<file path="src/rtl/ets_pkg.sv">
// Types, constants and table functions of the engine test sequencer.
package ets_pkg;

   // Field and register widths
   localparam int REG_BITS       = 14;
   localparam int CSR_INDEX_BITS = 3;
   localparam int CODE_BITS      = 5;
   localparam int NUM_STATES     = 17;
   localparam int NUM_CHECKS     = 3;
   localparam int P_BITS         = 20;
   localparam int TIMER_BITS_DEF = 14;

   // State codes referenced by name
   localparam logic [CODE_BITS-1:0] CODE_SHUTDOWN1 = 5'd13;
   localparam logic [CODE_BITS-1:0] CODE_MAX       = 5'd16;

   // Actions
   localparam logic [2:0] ACT_TICK    = 3'd0;
   localparam logic [2:0] ACT_REQUEST = 3'd1;
   localparam logic [2:0] ACT_ABORT   = 3'd2;
   localparam logic [2:0] ACT_SAFE    = 3'd3;
   localparam logic [2:0] ACT_SAMPLE  = 3'd4;

   // Configuration register indexes
   localparam logic [CSR_INDEX_BITS-1:0] REG_COUNTDOWN  = 3'd0;
   localparam logic [CSR_INDEX_BITS-1:0] REG_PURGE_DUR  = 3'd1;
   localparam logic [CSR_INDEX_BITS-1:0] REG_PURGE_DLY  = 3'd2;
   localparam logic [CSR_INDEX_BITS-1:0] REG_IGNITION   = 3'd3;
   localparam logic [CSR_INDEX_BITS-1:0] REG_IGNITION2  = 3'd4;
   localparam logic [CSR_INDEX_BITS-1:0] REG_FIRE_DUR   = 3'd5;
   localparam logic [CSR_INDEX_BITS-1:0] REG_GRADIENT   = 3'd6;
   localparam logic [CSR_INDEX_BITS-1:0] REG_AUTO_ABORT = 3'd7;

   // Register reset values
   localparam logic [REG_BITS-1:0] RST_COUNTDOWN = 14'd9850;
   localparam logic [REG_BITS-1:0] RST_PURGE_DUR = 14'd0;
   localparam logic [REG_BITS-1:0] RST_PURGE_DLY = 14'd0;
   localparam logic [REG_BITS-1:0] RST_IGNITION  = 14'd150;
   localparam logic [REG_BITS-1:0] RST_IGNITION2 = 14'd0;
   localparam logic [REG_BITS-1:0] RST_FIRE_DUR  = 14'd5850;
   localparam logic [REG_BITS-1:0] RST_GRADIENT  = 14'd200;
   localparam logic                RST_AUTO      = 1'b1;

   // Pressure margins in 1/16 psi: 15 psi and 10 psi
   localparam logic signed [P_BITS:0] MARGIN_15PSI = 21'sd240;
   localparam logic signed [P_BITS:0] MARGIN_10PSI = 21'sd160;

   typedef enum logic [NUM_STATES-1:0] {
      ST_FULLY_CLOSED     = 17'b0_0000_0000_0000_0001,
      ST_GN2_IN           = 17'b0_0000_0000_0000_0010,
      ST_HOLD_PRESSURE    = 17'b0_0000_0000_0000_0100,
      ST_DRY_RUN          = 17'b0_0000_0000_0000_1000,
      ST_FILLING          = 17'b0_0000_0000_0001_0000,
      ST_PRE_PRESS        = 17'b0_0000_0000_0010_0000,
      ST_PRESS            = 17'b0_0000_0000_0100_0000,
      ST_TERMINAL_COUNT   = 17'b0_0000_0000_1000_0000,
      ST_PURGE            = 17'b0_0000_0001_0000_0000,
      ST_PURGE_SHUTDOWN   = 17'b0_0000_0010_0000_0000,
      ST_MAIN_VALVES_OPEN = 17'b0_0000_0100_0000_0000,
      ST_FIRE1            = 17'b0_0000_1000_0000_0000,
      ST_FIRE2            = 17'b0_0001_0000_0000_0000,
      ST_SHUTDOWN1        = 17'b0_0010_0000_0000_0000,
      ST_SHUTDOWN2        = 17'b0_0100_0000_0000_0000,
      ST_EXCESS1          = 17'b0_1000_0000_0000_0000,
      ST_EXCESS2          = 17'b1_0000_0000_0000_0000
   } seq_state_type;

   typedef struct packed {
      logic [REG_BITS-1:0] countdown_delay_ms;
      logic [REG_BITS-1:0] purge_duration_ms;
      logic [REG_BITS-1:0] purge_delay_ms;
      logic [REG_BITS-1:0] ignition_delay_ms;
      logic [REG_BITS-1:0] ignition2_delay_ms;
      logic [REG_BITS-1:0] fire_duration_ms;
      logic [REG_BITS-1:0] gradient_abort_ms;
      logic                auto_abort_on;
   } csr_type;

   typedef struct packed {
      logic [2:0]           action;
      logic [CODE_BITS-1:0] requested_state;
      logic                 safe_flag;
      logic [P_BITS-1:0]    p_ox_tank;
      logic [P_BITS-1:0]    p_fuel_tank;
      logic [P_BITS-1:0]    p_ox_inlet;
      logic [P_BITS-1:0]    p_fuel_inlet;
      logic [P_BITS-1:0]    p_upper_line;
   } item_type;

   typedef struct packed {
      logic [CODE_BITS-1:0]  current_state;
      logic [NUM_STATES-1:0] allowed_mask;
      logic                  mask_changed;
      logic                  state_changed;
      logic                  gradient_trip;
      logic                  bad_request;
   } result_type;

   // Map a code 0..16 to its one-hot state
   function automatic seq_state_type code_to_state(input logic [CODE_BITS-1:0] code);
      return seq_state_type'(NUM_STATES'(1) << code);
   endfunction

   // Encode a one-hot state into its code
   function automatic logic [CODE_BITS-1:0] state_to_code(input seq_state_type st);
      logic [CODE_BITS-1:0] code;
      code = '0;
      for (int i = 0; i < NUM_STATES; i++) begin
         if (st[i]) code = code | CODE_BITS'(i);
      end
      return code;
   endfunction

   function automatic logic in_fire_zone(input seq_state_type st);
      return (st == ST_MAIN_VALVES_OPEN) || (st == ST_FIRE1) || (st == ST_FIRE2);
   endfunction

   // Allowed-next mask: always part plus the part gated by the safe flag
   function automatic logic [NUM_STATES-1:0] allowed_mask(input seq_state_type st,
                                                         input logic safe);
      logic [NUM_STATES-1:0] always_m;
      logic [NUM_STATES-1:0] safe_m;
      always_m = '0;
      safe_m   = '0;
      case (st)
         ST_FULLY_CLOSED: begin
            always_m = 17'h04030; safe_m = 17'h00002;
         end
         ST_GN2_IN: begin
            always_m = 17'h00001; safe_m = 17'h04004;
         end
         ST_HOLD_PRESSURE:    safe_m   = 17'h0400A;
         ST_DRY_RUN:          always_m = 17'h00010;
         ST_FILLING:          always_m = 17'h04021;
         ST_PRE_PRESS: begin
            always_m = 17'h04011; safe_m = 17'h00040;
         end
         ST_PRESS:            safe_m   = 17'h040A0;
         ST_TERMINAL_COUNT:   safe_m   = 17'h04140;
         ST_PURGE:            safe_m   = 17'h04200;
         ST_PURGE_SHUTDOWN:   safe_m   = 17'h04400;
         ST_MAIN_VALVES_OPEN: begin
            always_m = 17'h02000; safe_m = 17'h00800;
         end
         ST_FIRE1: begin
            always_m = 17'h02000; safe_m = 17'h01000;
         end
         ST_FIRE2:            always_m = 17'h02000;
         ST_SHUTDOWN1:        safe_m   = 17'h04000;
         ST_SHUTDOWN2:        safe_m   = 17'h08001;
         ST_EXCESS1:          safe_m   = 17'h10000;
         ST_EXCESS2:          always_m = 17'h00001;
         default: begin
            always_m = '0; safe_m = '0;
         end
      endcase
      return always_m | (safe ? safe_m : '0);
   endfunction

   // Timed states carry a dwell register and a successor
   function automatic logic state_is_timed(input seq_state_type st);
      return (st == ST_TERMINAL_COUNT) || (st == ST_PURGE) || (st == ST_PURGE_SHUTDOWN) ||
             (st == ST_MAIN_VALVES_OPEN) || (st == ST_FIRE1) || (st == ST_FIRE2) ||
             (st == ST_SHUTDOWN1);
   endfunction

   function automatic logic [CSR_INDEX_BITS-1:0] dwell_reg_index(input seq_state_type st);
      logic [CSR_INDEX_BITS-1:0] idx;
      case (st)
         ST_TERMINAL_COUNT:   idx = REG_COUNTDOWN;
         ST_PURGE:            idx = REG_PURGE_DUR;
         ST_PURGE_SHUTDOWN:   idx = REG_PURGE_DLY;
         ST_MAIN_VALVES_OPEN: idx = REG_IGNITION;
         ST_FIRE1:            idx = REG_IGNITION2;
         ST_FIRE2:            idx = REG_FIRE_DUR;
         ST_SHUTDOWN1:        idx = REG_PURGE_DUR;
         default:             idx = REG_AUTO_ABORT;
      endcase
      return idx;
   endfunction

   function automatic seq_state_type dwell_next(input seq_state_type st);
      seq_state_type nxt;
      case (st)
         ST_TERMINAL_COUNT:   nxt = ST_PURGE;
         ST_PURGE:            nxt = ST_PURGE_SHUTDOWN;
         ST_PURGE_SHUTDOWN:   nxt = ST_MAIN_VALVES_OPEN;
         ST_MAIN_VALVES_OPEN: nxt = ST_FIRE1;
         ST_FIRE1:            nxt = ST_FIRE2;
         ST_FIRE2:            nxt = ST_SHUTDOWN1;
         ST_SHUTDOWN1:        nxt = ST_SHUTDOWN2;
         default:             nxt = ST_FULLY_CLOSED;
      endcase
      return nxt;
   endfunction

endpackage

</file>
<file path="src/rtl/ets_csr.sv">
// Configuration registers of the engine test sequencer.
module ets_csr (
   input  logic                                clock,
   input  logic                                reset,
   input  logic                                csr_we,
   input  logic [ets_pkg::CSR_INDEX_BITS-1:0]  csr_index,
   input  logic [ets_pkg::REG_BITS-1:0]        csr_wdata,
   output ets_pkg::csr_type                    csr
);

   ets_pkg::csr_type csr_ff;

   // Load reset values, then take writes by index
   always_ff @(posedge clock) begin
      if (reset) begin
         csr_ff.countdown_delay_ms <= ets_pkg::RST_COUNTDOWN;
         csr_ff.purge_duration_ms  <= ets_pkg::RST_PURGE_DUR;
         csr_ff.purge_delay_ms     <= ets_pkg::RST_PURGE_DLY;
         csr_ff.ignition_delay_ms  <= ets_pkg::RST_IGNITION;
         csr_ff.ignition2_delay_ms <= ets_pkg::RST_IGNITION2;
         csr_ff.fire_duration_ms   <= ets_pkg::RST_FIRE_DUR;
         csr_ff.gradient_abort_ms  <= ets_pkg::RST_GRADIENT;
         csr_ff.auto_abort_on      <= ets_pkg::RST_AUTO;
      end else if (csr_we) begin
         case (csr_index)
            ets_pkg::REG_COUNTDOWN:  csr_ff.countdown_delay_ms <= csr_wdata;
            ets_pkg::REG_PURGE_DUR:  csr_ff.purge_duration_ms  <= csr_wdata;
            ets_pkg::REG_PURGE_DLY:  csr_ff.purge_delay_ms     <= csr_wdata;
            ets_pkg::REG_IGNITION:   csr_ff.ignition_delay_ms  <= csr_wdata;
            ets_pkg::REG_IGNITION2:  csr_ff.ignition2_delay_ms <= csr_wdata;
            ets_pkg::REG_FIRE_DUR:   csr_ff.fire_duration_ms   <= csr_wdata;
            ets_pkg::REG_GRADIENT:   csr_ff.gradient_abort_ms  <= csr_wdata;
            ets_pkg::REG_AUTO_ABORT: csr_ff.auto_abort_on      <= csr_wdata[0];
            default: ;
         endcase
      end
   end

   assign csr = csr_ff;

endmodule

</file>
<file path="src/rtl/ets_core.sv">
// Sequencer state, timers, pressure checks and next-state logic.
module ets_core #(
   parameter int TIMER_BITS = ets_pkg::TIMER_BITS_DEF
) (
   input  logic                 clock,
   input  logic                 reset,
   input  logic                 advance,
   input  ets_pkg::item_type    item,
   input  ets_pkg::csr_type     csr,
   output ets_pkg::result_type  result
);

   localparam int CMP_BITS = (TIMER_BITS > ets_pkg::REG_BITS) ? TIMER_BITS
                                                              : ets_pkg::REG_BITS;
   localparam logic [TIMER_BITS-1:0] TIMER_MAX = {TIMER_BITS{1'b1}};
   localparam int NC = ets_pkg::NUM_CHECKS;

   ets_pkg::seq_state_type            state_ff, state_in;
   logic                              safe_ff, safe_in;
   logic                              os_armed_ff, os_armed_in;
   logic [TIMER_BITS-1:0]             os_el_ff, os_el_in;
   logic [NC-1:0]                     chk_armed_ff, chk_armed_in;
   logic [TIMER_BITS-1:0]             chk_el_ff [NC];
   logic [TIMER_BITS-1:0]             chk_el_in [NC];
   logic [ets_pkg::NUM_STATES-1:0]    mask_ff, mask_in;

   logic [ets_pkg::REG_BITS-1:0]      dwell_delay;
   logic [TIMER_BITS-1:0]             os_inc;
   logic                              enter_en;
   ets_pkg::seq_state_type            enter_tgt;
   logic                              changed, trip, bad;
   logic [NC-1:0]                     cond;
   logic signed [ets_pkg::P_BITS:0]   p1, p2, p3, p4, p5;

   function automatic logic [TIMER_BITS-1:0] sat_inc(input logic [TIMER_BITS-1:0] v);
      return (v == TIMER_MAX) ? v : TIMER_BITS'(v + 1'b1);
   endfunction

   // Select the dwell of the current state
   always_comb begin
      case (ets_pkg::dwell_reg_index(state_ff))
         ets_pkg::REG_COUNTDOWN: dwell_delay = csr.countdown_delay_ms;
         ets_pkg::REG_PURGE_DUR: dwell_delay = csr.purge_duration_ms;
         ets_pkg::REG_PURGE_DLY: dwell_delay = csr.purge_delay_ms;
         ets_pkg::REG_IGNITION:  dwell_delay = csr.ignition_delay_ms;
         ets_pkg::REG_IGNITION2: dwell_delay = csr.ignition2_delay_ms;
         ets_pkg::REG_FIRE_DUR:  dwell_delay = csr.fire_duration_ms;
         default:                dwell_delay = '0;
      endcase
   end

   // Widen pressures so margins cannot overflow
   always_comb begin
      p1 = {item.p_ox_tank[ets_pkg::P_BITS-1], item.p_ox_tank};
      p2 = {item.p_fuel_tank[ets_pkg::P_BITS-1], item.p_fuel_tank};
      p3 = {item.p_ox_inlet[ets_pkg::P_BITS-1], item.p_ox_inlet};
      p4 = {item.p_fuel_inlet[ets_pkg::P_BITS-1], item.p_fuel_inlet};
      p5 = {item.p_upper_line[ets_pkg::P_BITS-1], item.p_upper_line};
      cond[0] = p4 > (p2 - ets_pkg::MARGIN_15PSI);
      cond[1] = p3 > (p1 - ets_pkg::MARGIN_15PSI);
      cond[2] = p2 > (p5 + ets_pkg::MARGIN_10PSI);
   end

   assign os_inc = sat_inc(os_el_ff);

   // Next state for one request
   always_comb begin
      state_in     = state_ff;
      safe_in      = safe_ff;
      os_armed_in  = os_armed_ff;
      os_el_in     = os_el_ff;
      chk_armed_in = chk_armed_ff;
      chk_el_in    = chk_el_ff;
      enter_en     = 1'b0;
      enter_tgt    = ets_pkg::ST_FULLY_CLOSED;
      trip         = 1'b0;
      bad          = 1'b0;
      case (item.action)
         ets_pkg::ACT_TICK: begin
            for (int i = 0; i < NC; i++) begin
               if (chk_armed_ff[i]) chk_el_in[i] = sat_inc(chk_el_ff[i]);
            end
            if (os_armed_ff && ets_pkg::state_is_timed(state_ff)) begin
               os_el_in = os_inc;
               if (CMP_BITS'(os_inc) >= CMP_BITS'(dwell_delay)) begin
                  enter_en  = 1'b1;
                  enter_tgt = ets_pkg::dwell_next(state_ff);
               end
            end
         end
         ets_pkg::ACT_REQUEST: begin
            if (item.requested_state > ets_pkg::CODE_MAX) begin
               bad = 1'b1;
            end else begin
               enter_en  = 1'b1;
               enter_tgt = ets_pkg::code_to_state(item.requested_state);
            end
         end
         ets_pkg::ACT_ABORT: begin
            enter_en  = 1'b1;
            enter_tgt = ets_pkg::in_fire_zone(state_ff) ? ets_pkg::ST_SHUTDOWN1
                                                        : ets_pkg::ST_SHUTDOWN2;
         end
         ets_pkg::ACT_SAFE: begin
            safe_in = item.safe_flag;
         end
         ets_pkg::ACT_SAMPLE: begin
            if (!csr.auto_abort_on || !ets_pkg::in_fire_zone(state_ff)) begin
               chk_armed_in = '0;
               for (int i = 0; i < NC; i++) chk_el_in[i] = '0;
            end else begin
               for (int i = 0; i < NC; i++) begin
                  if (!cond[i]) begin
                     chk_armed_in[i] = 1'b0;
                     chk_el_in[i]    = '0;
                  end else if (!chk_armed_ff[i]) begin
                     chk_armed_in[i] = 1'b1;
                     chk_el_in[i]    = '0;
                  end else if (CMP_BITS'(chk_el_ff[i]) > CMP_BITS'(csr.gradient_abort_ms)) begin
                     trip = 1'b1;
                  end
               end
               if (trip) begin
                  enter_en  = 1'b1;
                  enter_tgt = ets_pkg::ST_SHUTDOWN1;
               end
            end
         end
         default: ;
      endcase
      // Entering a state restarts the one-shot
      if (enter_en) begin
         state_in    = enter_tgt;
         os_armed_in = ets_pkg::state_is_timed(enter_tgt);
         os_el_in    = '0;
      end
      changed = enter_en;
      mask_in = ets_pkg::allowed_mask(state_in, safe_in);
   end

   // Build the result of this request
   always_comb begin
      result.current_state = ets_pkg::state_to_code(state_in);
      result.allowed_mask  = mask_in;
      result.mask_changed  = mask_in != mask_ff;
      result.state_changed = changed;
      result.gradient_trip = trip;
      result.bad_request   = bad;
   end

   // Commit state when the request moves on
   always_ff @(posedge clock) begin
      if (reset) begin
         state_ff     <= ets_pkg::ST_FULLY_CLOSED;
         safe_ff      <= 1'b0;
         os_armed_ff  <= 1'b0;
         os_el_ff     <= '0;
         chk_armed_ff <= '0;
         for (int i = 0; i < NC; i++) chk_el_ff[i] <= '0;
         mask_ff      <= '0;
      end else if (advance) begin
         state_ff     <= state_in;
         safe_ff      <= safe_in;
         os_armed_ff  <= os_armed_in;
         os_el_ff     <= os_el_in;
         chk_armed_ff <= chk_armed_in;
         chk_el_ff    <= chk_el_in;
         mask_ff      <= mask_in;
      end
   end

endmodule

</file>
<file path="src/rtl/engine_test_sequencer_top.sv">
// A request is held in the input register; its result is loaded into the output
// register once that is free or being drained. Throughput: one request per cycle
// while the output register is drained, through the combinational next-state logic.
// Reset (synchronous, active high) returns to Fully Closed with timers, checks
// and the last mask cleared and configuration registers at their defaults.
module engine_test_sequencer_top #(
   parameter int TIMER_BITS = ets_pkg::TIMER_BITS_DEF
) (
   input  logic                                 clock,
   input  logic                                 reset,
   input  logic                                 req_valid,
   output logic                                 req_ready,
   input  logic [2:0]                           req_action,
   input  logic [ets_pkg::CODE_BITS-1:0]        req_requested_state,
   input  logic                                 req_safe_flag,
   input  logic signed [ets_pkg::P_BITS-1:0]    req_p_ox_tank,
   input  logic signed [ets_pkg::P_BITS-1:0]    req_p_fuel_tank,
   input  logic signed [ets_pkg::P_BITS-1:0]    req_p_ox_inlet,
   input  logic signed [ets_pkg::P_BITS-1:0]    req_p_fuel_inlet,
   input  logic signed [ets_pkg::P_BITS-1:0]    req_p_upper_line,
   output logic                                 rsp_valid,
   input  logic                                 rsp_ready,
   output logic [ets_pkg::CODE_BITS-1:0]        rsp_current_state,
   output logic [ets_pkg::NUM_STATES-1:0]       rsp_allowed_mask,
   output logic                                 rsp_mask_changed,
   output logic                                 rsp_state_changed,
   output logic                                 rsp_gradient_trip,
   output logic                                 rsp_bad_request,
   input  logic                                 csr_we,
   input  logic [ets_pkg::CSR_INDEX_BITS-1:0]   csr_index,
   input  logic [ets_pkg::REG_BITS-1:0]         csr_wdata
);

   ets_pkg::csr_type     csr;
   ets_pkg::item_type    s1_item_ff, s1_item_in;
   logic                 s1_valid_ff;
   ets_pkg::result_type  rsp_ff, core_result;
   logic                 rsp_valid_ff;
   logic                 advance;

   ets_csr u_csr (
      .clock     (clock),
      .reset     (reset),
      .csr_we    (csr_we),
      .csr_index (csr_index),
      .csr_wdata (csr_wdata),
      .csr       (csr)
   );

   ets_core #(.TIMER_BITS(TIMER_BITS)) u_core (
      .clock   (clock),
      .reset   (reset),
      .advance (advance),
      .item    (s1_item_ff),
      .csr     (csr),
      .result  (core_result)
   );

   // Advance when the output register is free or being drained
   assign advance   = s1_valid_ff && (!rsp_valid_ff || rsp_ready);
   assign req_ready = !s1_valid_ff || advance;

   always_comb begin
      s1_item_in.action          = req_action;
      s1_item_in.requested_state = req_requested_state;
      s1_item_in.safe_flag       = req_safe_flag;
      s1_item_in.p_ox_tank       = req_p_ox_tank;
      s1_item_in.p_fuel_tank     = req_p_fuel_tank;
      s1_item_in.p_ox_inlet      = req_p_ox_inlet;
      s1_item_in.p_fuel_inlet    = req_p_fuel_inlet;
      s1_item_in.p_upper_line    = req_p_upper_line;
   end

   // Hold the request in the input register
   always_ff @(posedge clock) begin
      if (reset) begin
         s1_valid_ff <= 1'b0;
      end else if (req_ready) begin
         s1_valid_ff <= req_valid;
      end
   end

   always_ff @(posedge clock) begin
      if (req_valid && req_ready) s1_item_ff <= s1_item_in;
   end

   // Load the result register, drop it once taken
   always_ff @(posedge clock) begin
      if (reset) begin
         rsp_valid_ff <= 1'b0;
      end else if (advance) begin
         rsp_valid_ff <= 1'b1;
      end else if (rsp_ready) begin
         rsp_valid_ff <= 1'b0;
      end
   end

   always_ff @(posedge clock) begin
      if (advance) rsp_ff <= core_result;
   end

   assign rsp_valid         = rsp_valid_ff;
   assign rsp_current_state = rsp_ff.current_state;
   assign rsp_allowed_mask  = rsp_ff.allowed_mask;
   assign rsp_mask_changed  = rsp_ff.mask_changed;
   assign rsp_state_changed = rsp_ff.state_changed;
   assign rsp_gradient_trip = rsp_ff.gradient_trip;
   assign rsp_bad_request   = rsp_ff.bad_request;

endmodule

</file>
<file path="config.mk">
export PLATFORM = sky130hd
export DESIGN_NAME = engine_test_sequencer_top
export DESIGN_NICKNAME = d
export VERILOG_FILES = /design/src/rtl/ets_pkg.sv /design/src/rtl/ets_csr.sv /design/src/rtl/ets_core.sv /design/src/rtl/engine_test_sequencer_top.sv
export SDC_FILE = /design/constraint.sdc
export NUM_CORES = 1
export LEC_CHECK = 0
export BUFFER_PORTS_ARGS = -buffer_cell sky130_fd_sc_hd__buf_2
export CORE_MARGIN = 5
export CORE_UTILIZATION = 35
export CTS_CLUSTER_SIZE = 28
export DETAILED_ROUTE_END_ITERATION = 10
export PLACE_DENSITY = 0.56
export SLEW_MARGIN = 20
export SYNTH_ARGS = -nofsm -noshare
export SYNTH_HDL_FRONTEND = slang
export SYNTH_SLANG_ARGS = --single-unit
</file>
<file path="constraint.sdc">
create_clock -name clock -period 15.3 [get_ports clock]
set_input_delay 3.06 -clock clock [delete_from_list [all_inputs] [get_ports clock]]
set_output_delay 3.06 -clock clock [all_outputs]
set_load 0.05 [all_outputs]
</file>
==> results by group, run 1 <==
Outcome
  • Status: complete, no violations

Synth
  • Post-Synth Adder-Cell Area: 8.92%
  • Synth cell types: 92
  • Syn nets: 2182
  • Top cells by count, synth: nand2_1, dfxtp_1, a21oi_1
  • Yosys warning total: 0
  • Yosys reg bits: 331
  • Main synth FF type: dfxtp_1
  • Mux share of post-synthesis cell area: less than 1%
  • Register area share after synthesis: 45.2%
  • Post-synth EDFFs: 135
  • Mapped Area: ~18000 µm²
  • Simple-gate area share of the yosys netlist: 23.0%
  • Post-Synth XOR/XNOR Area: 5.11%
  • Synth Area in Compound Gates: 14.2%
  • Asr flop ratio synth: 0%
  • Gate Count Post-Synth: approximately 1900
  • Top post-synthesis cells by area: edfxtp_1, dfxtp_1, ha_1
  • Top-count cell post-synth: nand2_1
  • Largest family of logic cells by synthesized area: simple AND/OR/NAND/NOR gates
  • Synth area leader: edfxtp_1
  • Yosys top cell area share: a little under a quarter
  • Average cell area after synthesis: 9.18 µm²

Timing
  • Unrepaired setup endpoints after global routing: no
  • Fin. max-slew vios: 0
  • Post-route setup slack: 8.34 ns
  • Min Tclk post-route: 6.96 ns
  • Tcrit/Tclk final: between 40% and 50%
  • Setup TNS Final: 0 ns
  • Fmax achieved: 144 MHz
  • Final Hold Slack: roughly 0.45 ns
  • Setup Skew: 0.0187 ns
  • Slew margin rel.: 25.4%
  • Worst Tran Pin Value: 1.09 ns
  • Setup violations, final: 0
  • Hold Fails Final Rpt: 0

Drt
  • Antenna Nets Post-Route: 0
  • Detailed-route via count: 14900
  • DRC: 0
  • Final WL: approximately 51 mm
  • Routed wire length per instance: 18.5 µm
  • Detailed Routing Iterations Pass 1: 7
  • Vias per std cell: ~5.4
  • DRT iter0 DRCs: between 1000 and 1500

Clock tree
  • Clock Tree Root: clkbuf_16
  • Post-CTS setup buffer count: 0
  • CTS tree: built
  • Clk buf depth: 3
  • Post-CTS sizing: 0
  • H-tree depth: 2
  • CTS buffer count: 39
  • Hold_buf cts: 0
  • Worst-Skew Late Latency: 0.56 ns
  • Clock sinks: between 300 and 400
  • CTS clk-pin slew, worst paths: 0.06 ns

Global route
  • Largest net degree at the start of global routing: 97
  • First-pass GRT wire length: 80.9 mm
  • Overall Global Routing Usage: 17.9%
  • Vias in the first global route: 14700
  • Initial antenna violation count: 4
  • Grt ovf: 0

Worst setup path
  • WP data required: 15.59 ns
  • WS Path Type: register to register
  • Worst R2R Path Depth: 20
  • Slowest stage delay, CP: roughly 0.96 ns
  • Crit path cell chain: nor4_4 > nand2_1 > nor4_4 > a222oi_1 > nand2_1 > a21oi_1 > ha_1 > a211oi_1 > o21ai_0 > a41o_1 > a21oi_1 > o21a_1 > nand2_1 > o32ai_1 > o211ai_1 > a2111oi_2 > xnor2_1 > nand4_1 > nor4_1 > nand4_1
  • CP Buf/Inv Count: 0
  • Levels on crit path: 20
  • Crit-path leading delay family: compound AO/OA/AOI/OAI gates
  • Critical Path End Type: register
  • Setup crit start kind: register
  • WP data arrival: 7.24 ns
  • Crit-path max FO: 19
  • Worst path slowest cell: nor4_4
  • Cell repeated most along the worst path: nand2_1

Power and ir drop
  • PD cells: 103 nW/µm²
  • Leak Pwr: 7.93 nW
  • VDD IR-drop max: slightly above 0.00007 V
  • Tot Pwr: 2.09 mW

Layout
  • Number of fill cells: 4999
  • Area Overhead vs Synth: 15.3%
  • Share of cells above drive strength 1: 12.9%
  • Fin util: approximately 41%
  • Non-filler cells, final: around 2800
  • Final instance area: a little over 20000 µm²
  • # nets final: 2319

Floorplan
  • Chip Width: 235 µm
  • I/O Pins: ~160
  • Die Y: 235 µm
  • Core area: 50100 µm²
  • Total die area: 55100 µm²
  • Starting density of the core: 35.3%
  • # rows: 82

Flow run
  • Maxcap violations: 0

Placement
  • DP HPWL: approximately 38 mm
  • Placed Area: 19100 µm²
  • Port Buffers: 158
  • Placed Instances: 2693
  • Place WS: 8.46 ns
  • Placer Congestion: slightly above 0.9

Hold path
  • HP Class: register to register
  • Hold Crit Depth: 2
==> final cells by class <==
class	instances	area [µm²]	area share, %
timing repair buffer	171	891	4.37
clock buffer	57	1120	5.48
antenna	1	2.50	0.0123
sequential	331	7980	39.2
inverter	57	214	1.05
multi-input combinational	1462	9190	45.1
tap	672	841	4.13
clock inverter	15	138	0.676
==> metal layers <==
layer | part of all wire, % | global-route usage (%)
met1 | 43 | 22.9
met2 | 48 | 30.4
met4 | 3.4 | 6.41
met5 | 0.066 | 0
met3 | 5.3 | 2.94
==> cells by family (layout without fill, tap and decap cells) <==
family	Yosys count	count (layout)
AOI/OAI and AO/OA	380	380
buffers and inverters	132	300
and+or+nand+nor	841	841
muxes	12	12
xor gates and xnor gates	103	103
other	0	1
adders and majority gates	126	126
DFF	331	331
==> worst reg2reg max path, stage by stage, from the launching register on <==
cell	delay, ns
dfxtp_1	0.37
nor4_4	0.53
nand2_1	0.21
nor4_4	0.96
a222oi_1	0.32
nand2_1	0.11
a21oi_1	0.05
ha_1	0.32
a211oi_1	0.25
o21ai_0	0.12
a41o_1	0.25
a21oi_1	0.54
o21a_1	0.65
nand2_1	0.19
o32ai_1	0.29
o211ai_1	0.18
a2111oi_2	0.54
xnor2_1	0.19
nand4_1	0.14
nor4_1	0.35
nand4_1	0.13
==> power by group <==
part,switching [mW],internal (mW),leakage (nW)
clock network,0.379,0.543,0.616
logic,0.127,0.0702,4.41
registers,0.0225,0.952,2.90
total,0.529,1.56,7.93
==> worst paths after layout <==
kind / start / endpoint / slack (ns)
setup / recovery: u_core.state_ff[0]$_SDFFE_PP1P_ / rsp_mask_changed$_DFFE_PP_ / 8.34
hold / removal: u_csr.csr[82]$_SDFFE_PP0P_ / u_csr.csr[82]$_SDFFE_PP0P_ / 0.45
setup reg to reg: u_core.state_ff[0]$_SDFFE_PP1P_ / rsp_mask_changed$_DFFE_PP_ / 8.34
hold reg to reg: u_csr.csr[82]$_SDFFE_PP0P_ / u_csr.csr[82]$_SDFFE_PP0P_ / 0.45
==> cells in the final DEF (no fill, tap or decap), types with 16 or more instances in the layout <==
cell type | Yosys | final
clkbuf_16 | 0 | 41
xnor2_1 | 53 | 53
nor3_1 | 47 | 47
a22oi_1 | 31 | 31
nor2_1 | 181 | 178
a21o_1 | 16 | 16
edfxtp_1 | 135 | 135
nand3b_1 | 24 | 24
inv_1 | 55 | 55
a21oi_1 | 182 | 182
and3_1 | 23 | 23
nand2_1 | 345 | 345
ha_1 | 126 | 126
nand3_1 | 59 | 59
xor2_1 | 50 | 50
nand4_1 | 40 | 40
o21ai_0 | 28 | 28
buf_2 | 2 | 157
dfxtp_1 | 196 | 196
==> state kept, by name, indices dropped and copies added (netlist names), 3 cells and up <==
name,count
rsp_current_state,5
u_csr.csr,99
rsp_allowed_mask,17
u_core.state_ff,17
u_core.os_el_ff,14
u_core.mask_ff,17
s1_item_ff,109
u_core.chk_armed_ff,3
u_core.chk_el_ff,42
(Power assumes the default switching activity.)
==> inputs of run 2 (changes only) <==
==> constraint.sdc (replaced) <==
create_clock -name clock -period 6.65 [get_ports clock]
set_input_delay 1.33 -clock clock [delete_from_list [all_inputs] [get_ports clock]]
set_output_delay 1.33 -clock clock [all_outputs]
set_load 0.05 [all_outputs]
==> run 2 against run 1 <==
  * First-iteration DRC count rose by 5.3%
  * Largest cell class unchanged
  * Combinational power up 130%
  * Hold slack worse by 0.0018 ns
  * Critical endpoint unchanged
  * Critical path type unchanged
  * Count of clock-buffer cells in the layout fell by 7
==> results by group, run 2 (synthesis gave the netlist of run 1 again) <==
Layout
  • Non-filler cells, final: roughly 2800
  • Antenna Cells: 0
  • Area Overhead vs Synth: 17.1%
  • Most frequent cells in the layout: nand2_1, dfxtp_1, a21oi_1, nor2_1, buf_2
  • # nets final: 2342
  • Max reg flops: around 110
  • Commonest non-fill, non-tap cell in the layout: nand2_1
  • Fin util: 41.3%
  • Share of cells above drive strength 1: 14.3%
  • Largest Register: s1_item_ff
  • Final instance area: 20700 µm²

Clock tree
  • Worst-Skew Late Latency: 0.56 ns
  • CTS buffer count: 39
  • Clk buf depth: 3
  • CTS clk-pin slew, worst paths: ~0.060 ns
  • Post-CTS sizing: 0
  • CTS tree: built
  • Post-CTS setup buffer count: 0
  • Clock Tree Root: clkbuf_16
  • Clock sinks: 331
  • H-tree depth: 2
  • Hold_buf cts: 0

Timing
  • Slew margin rel.: 30.0%
  • Min Tclk post-route: 6.06 ns
  • Setup Skew: 0.0233 ns
  • Unrepaired setup endpoints after global routing: no
  • Fmax achieved: 165 MHz
  • Final Hold Slack: around 0.45 ns
  • Tcrit/Tclk final: 91.2%
  • Fin. max-slew vios: 0
  • Setup TNS Final: 0 ns
  • Setup violations, final: 0
  • Hold Fails Final Rpt: 0
  • Worst Tran Pin Value: ~1.0 ns
  • Post-route setup slack: roughly 0.59 ns

Drt
  • DRT iter0 DRCs: 1058
  • Final WL: 50.7 mm
  • DRC: 0
  • Detailed-route via count: 14800
  • Routed wire length per instance: 18.2 µm
  • Detailed Routing Iterations Pass 1: 6
  • Antenna Nets Post-Route: 0
  • Vias per std cell: 5.30

Flow run
  • Maxcap violations: 0

Placement
  • Port Buffers: 158
  • DP HPWL: 37.9 mm
  • Placed Instances: 2716
  • Place WS: 0.556 ns
  • Placed Area: between 15000 and 20000 µm²
  • Placer Congestion: 0.911

Floorplan
  • Chip Width: 235 µm
  • Die Y: 235 µm
  • Core area: 50100 µm²
  • I/O Pins: about 160
  • Starting density of the core: 35.3%
  • # rows: 82
  • Total die area: 55100 µm²

Worst setup path
  • Setup crit start kind: register
  • Critical Path End Type: register
  • CP Buf/Inv Count: 1
  • Crit-path leading delay family: simple AND/OR/NAND/NOR gates
  • Cell repeated most along the worst path: and3_1
  • Crit path cell chain: ha_1 > and3_1 > nor3_1 > nand2b_1 > nand2b_1 > o41a_1 > nor2_1 > ha_1 > nand4_1 > nor4_1 > and3_1 > nor2_1 > and3_1 > o31ai_4 > inv_2 > o41a_4 > or4b_4 > nor3_4 > xor2_1 > nor4_1 > nand4_1
  • Worst path slowest cell: or4b_4
  • WP data required: around 6.9 ns
  • Slowest stage delay, CP: 0.58 ns
  • WS Path Type: register to register
  • WP data arrival: ~6.3 ns
  • Crit-path max FO: 18

Global route
  • Initial antenna violation count: 3
  • Vias in the first global route: 14500
  • Overall Global Routing Usage: 17.7%
  • Largest net degree at the start of global routing: 87
  • First-pass GRT wire length: 80.3 mm
  • Grt ovf: 0

Power and ir drop
  • VDD IR-drop max: 0.000197 V
  • Leak Pwr: slightly above 8 nW
  • Tot Pwr: ~5.0 mW
  • PD cells: 242 nW/µm²

Outcome
  • Status: complete, no violations

Hold path
  • HP Class: register to register
run 2: cell types whose count changed in the layout (fill, tap and decap cells not counted), sizes merged:
| cell | change |
|---|---|
| buf | +23 |
| bufinv | +4 |
| clkbuf | -7 |
| clkinv | +1 |
| clkinvlp | +2 |
| diode | -1 |
run 2: power by group:
part	leakage, nW	total [mW]	internal [mW]	switching, mW
Sequential	2.90	2.24	2.19	0.0493
Combinational	4.53	0.463	0.168	0.295
Clock	0.691	2.31	1.43	0.881
Total	8.12	5.01	3.78	1.23
run 2: cell type report:
type,instances,area (µm²)
Timing Repair Buffer,194,1080
Clock inverter,22,282
Inverter,57,214
Fill cell,4986,29400
Clock buffer,50,1120
Sequential cell,331,7980
Tap cell,672,841
Multi-Input combinational cell,1462,9180
run 2: worst min-delay path, delay by kind of cell, from the launching register on:
kind	cells	cell delay (ns)
DFF	1	0.30
AOI/OAI and AO/OA	1	0.05
and+or+nand+nor	1	0.05
run 2: worst paths after layout:
| kind | from | to | slack, ns | cells past startpoint |
|---|---|---|---|---|
| max | s1_item_ff[64]$_DFFE_PP_ | rsp_mask_changed$_DFFE_PP_ | 0.59 | 21 |
| min | u_csr.csr[46]$_SDFFE_PP0P_ | u_csr.csr[46]$_SDFFE_PP0P_ | 0.45 | 2 |
| max reg2reg | s1_item_ff[64]$_DFFE_PP_ | rsp_mask_changed$_DFFE_PP_ | 0.59 | 21 |
| min reg2reg | u_csr.csr[46]$_SDFFE_PP0P_ | u_csr.csr[46]$_SDFFE_PP0P_ | 0.45 | 2 |
run 2: metal layers:
metal	up-vias	track usage, %	wire [µm]
met5	-	0.346	34
met2	375	30.3	24500
met4	6	5.80	1510
met1	7010	22.9	22000
li1	7278	-	-
met3	102	3.12	2590
==> inputs of run 3 (changes only) <==
--- a/config.mk
+++ b/config.mk
@@ -6,11 +6,13 @@
 export NUM_CORES = 1
 export LEC_CHECK = 0
 export BUFFER_PORTS_ARGS = -buffer_cell sky130_fd_sc_hd__buf_2
+export CELL_PAD_IN_SITES_DETAIL_PLACEMENT = 1
+export CELL_PAD_IN_SITES_GLOBAL_PLACEMENT = 2
 export CORE_MARGIN = 5
 export CORE_UTILIZATION = 35
 export CTS_CLUSTER_SIZE = 28
 export DETAILED_ROUTE_END_ITERATION = 10
-export PLACE_DENSITY = 0.56
+export PLACE_DENSITY = 0.79
 export SLEW_MARGIN = 20
 export SYNTH_ARGS = -nofsm -noshare
 export SYNTH_HDL_FRONTEND = slang
==> run 3 against run 2 <==
  * Flip-flop and latch count unchanged
  * Hold slack better by 0.0010 ns
  * Global-route usage rose by 1.9 points
  * Wire length is 11% higher
  * Sequential share of layout area decreased by 0.16 points
  * Worst setup slack got worse by 0.13 ns
  * Sequential power hardly changed
  * Register-to-register slack worse by 0.13 ns
  * Critical path type unchanged
  * Largest cell class unchanged
  * Largest power group unchanged
  * Highest routed layer unchanged
==> results by group, run 3 (synthesis gave the netlist of run 1 again) <==
Floorplan
  • Starting density of the core: between 30% and 40%
  • Core area: 50100 µm²
  • I/O Pins: 159
  • Chip Width: 235 µm
  • # rows: 82
  • Total die area: 55100 µm²
  • Die Y: 235 µm

Power and ir drop
  • Leak Pwr: 8.13 nW
  • Clock power share: around 49%
  • Switch Pwr: 1.25 mW
  • Cell internal pwr: approximately 4.0 mW
  • Net switching fraction of the power: 23.7%
  • VDD IR-drop max: 0.000206 V
  • PD cells: between 200 and 300 nW/µm²
  • Flop pwr share: between 40% and 50%
  • Combinational Power Share: 8.9%

Clock tree
  • CTS tree: built
  • Clock Tree Root: clkbuf_16
  • Hold_buf cts: 0
  • CTS clk-pin slew, worst paths: 0.06 ns
  • Worst-Skew Late Latency: approximately 0.56 ns
  • Clk buf depth: 3
  • H-tree depth: 2
  • Post-CTS setup buffer count: 0
  • CTS buffer count: 40
  • Clock sinks: 331
  • Post-CTS sizing: 0

Global route
  • Grt ovf: 0
  • Vias in the first global route: 15900
  • Overall Global Routing Usage: 19.7%
  • Largest net degree at the start of global routing: 100
  • First-pass GRT wire length: ~88 mm
  • Initial antenna violation count: 4

Drt
  • Final WL: 56.1 mm
  • Detailed-route via count: 15100
  • DRT iter0 DRCs: 933
  • Vias per std cell: approximately 5.4
  • Antenna Nets Post-Route: 0
  • DRC: 0
  • Routed wire length per instance: ~20 µm
  • Detailed Routing Iterations Pass 1: 8

Worst setup path
  • Setup crit start kind: register
  • Critical Path End Type: register
  • Crit-path max FO: 18
  • WP data arrival: 6.49 ns
  • FF-to-FF setup slack: 0.46 ns
  • WS Path Type: register to register
  • WP data required: 6.95 ns

Timing
  • Setup Skew: around 0.025 ns
  • Fmax achieved: 162 MHz
  • Setup TNS Final: 0 ns
  • Fin. max-slew vios: 0
  • Tcrit/Tclk final: 93.1%
  • Hold Fails Final Rpt: 0
  • Slew margin rel.: 24.4%
  • Worst Tran Pin Value: about 1.1 ns
  • Min Tclk post-route: 6.19 ns
  • Unrepaired setup endpoints after global routing: no
  • Setup violations, final: 0

Placement
  • Placer Congestion: 0.952
  • DP HPWL: 42.1 mm
  • Port Buffers: 158

Outcome
  • Status: complete, no violations

Layout
  • Most frequent cells in the layout: nand2_1, dfxtp_1, a21oi_1, nor2_1, buf_2
  • Fin util: 41.5%
  • Area Overhead vs Synth: 17.6%
  • Share of cells above drive strength 1: 13.9%
  • Commonest non-fill, non-tap cell in the layout: nand2_1
  • Max reg flops: 109
  • Largest Register: s1_item_ff
  • Number of fill cells: 5855
  • # nets final: 2332

Hold path
  • HP Class: register to register

Flow run
  • Maxcap violations: 0
[run 3: power groups by stage]
stage / combinational (mW) / sequential, mW / clock (mW)
final: 0.473 / 2.24 / 2.58
after global routing: 0.524 / 2.25 / 2.72
after CTS: 0.475 / 2.24 / 2.64
after detailed placement: 0.472 / 2.29 / 0
after global placement: 0.454 / 2.28 / 0
after floorplan: 0.282 / 2.29 / 0
[run 3: worst paths after layout]
| kind | endpoint | startpoint | cells after the start |
|---|---|---|---|
| setup reg to reg | rsp_mask_changed$_DFFE_PP_ | s1_item_ff[84]$_DFFE_PP_ | 22 |
| setup / recovery | rsp_mask_changed$_DFFE_PP_ | s1_item_ff[84]$_DFFE_PP_ | 22 |
| hold reg to reg | u_csr.csr[61]$_SDFFE_PP0P_ | u_csr.csr[61]$_SDFFE_PP0P_ | 2 |
| hold / removal | u_csr.csr[61]$_SDFFE_PP0P_ | u_csr.csr[61]$_SDFFE_PP0P_ | 2 |
[run 3: metal layers]
layer	GRT usage, %	vias up	routed length, µm
li1	-	7254	-
met1	24.6	7370	24200
met2	34.5	373	27400
met3	3.30	108	2590
met4	6.72	6	1880
met5	0	-	33
[run 3: stage by stage]
step	setup WS, ns	power [mW]	hold slack (ns)	instance area, µm²	cells
5_1_grt	0.0339	5.50	0.479	20800	2779
3_5_place_dp	0.420	2.76	0.448	19200	2705
2_1_floorplan	1.27	2.58	0.436	17700	1925
6_report	0.459	5.30	0.453	20800	2780
4_1_cts	0.402	5.36	0.457	20700	2779
3_3_place_gp	0.623	2.74	0.443	19200	2705
[run 3: cell type report]
type	count	area (µm²)	share of cell area (%)
timing repair buffer	183	981	4.72
antenna	1	2.50	0.0120
tap	672	841	4.05
multi-input combinational	1462	9200	44.3
clock inverter	25	450	2.17
clock buffer	49	1110	5.32
sequential	331	7980	38.4
inverter	57	214	1.03
[run 3: critical path, cell delays in order, from the launching register on]
cell	delay (ns)
edfxtp_1	0.45
ha_1	0.26
and3_1	0.21
nor3_1	0.29
nand2b_1	0.16
nand2b_1	0.24
nor2_1	0.19
nor2_1	0.07
ha_1	0.41
nand4_2	0.18
nor4_2	0.33
and3_1	0.26
nand3b_1	0.15
nor3b_1	0.06
mux2_4	0.31
o31ai_4	0.37
inv_2	0.17
o41a_4	0.50
or3_4	0.50
nor3b_2	0.34
xor2_1	0.12
nor4_1	0.25
nand4_1	0.12
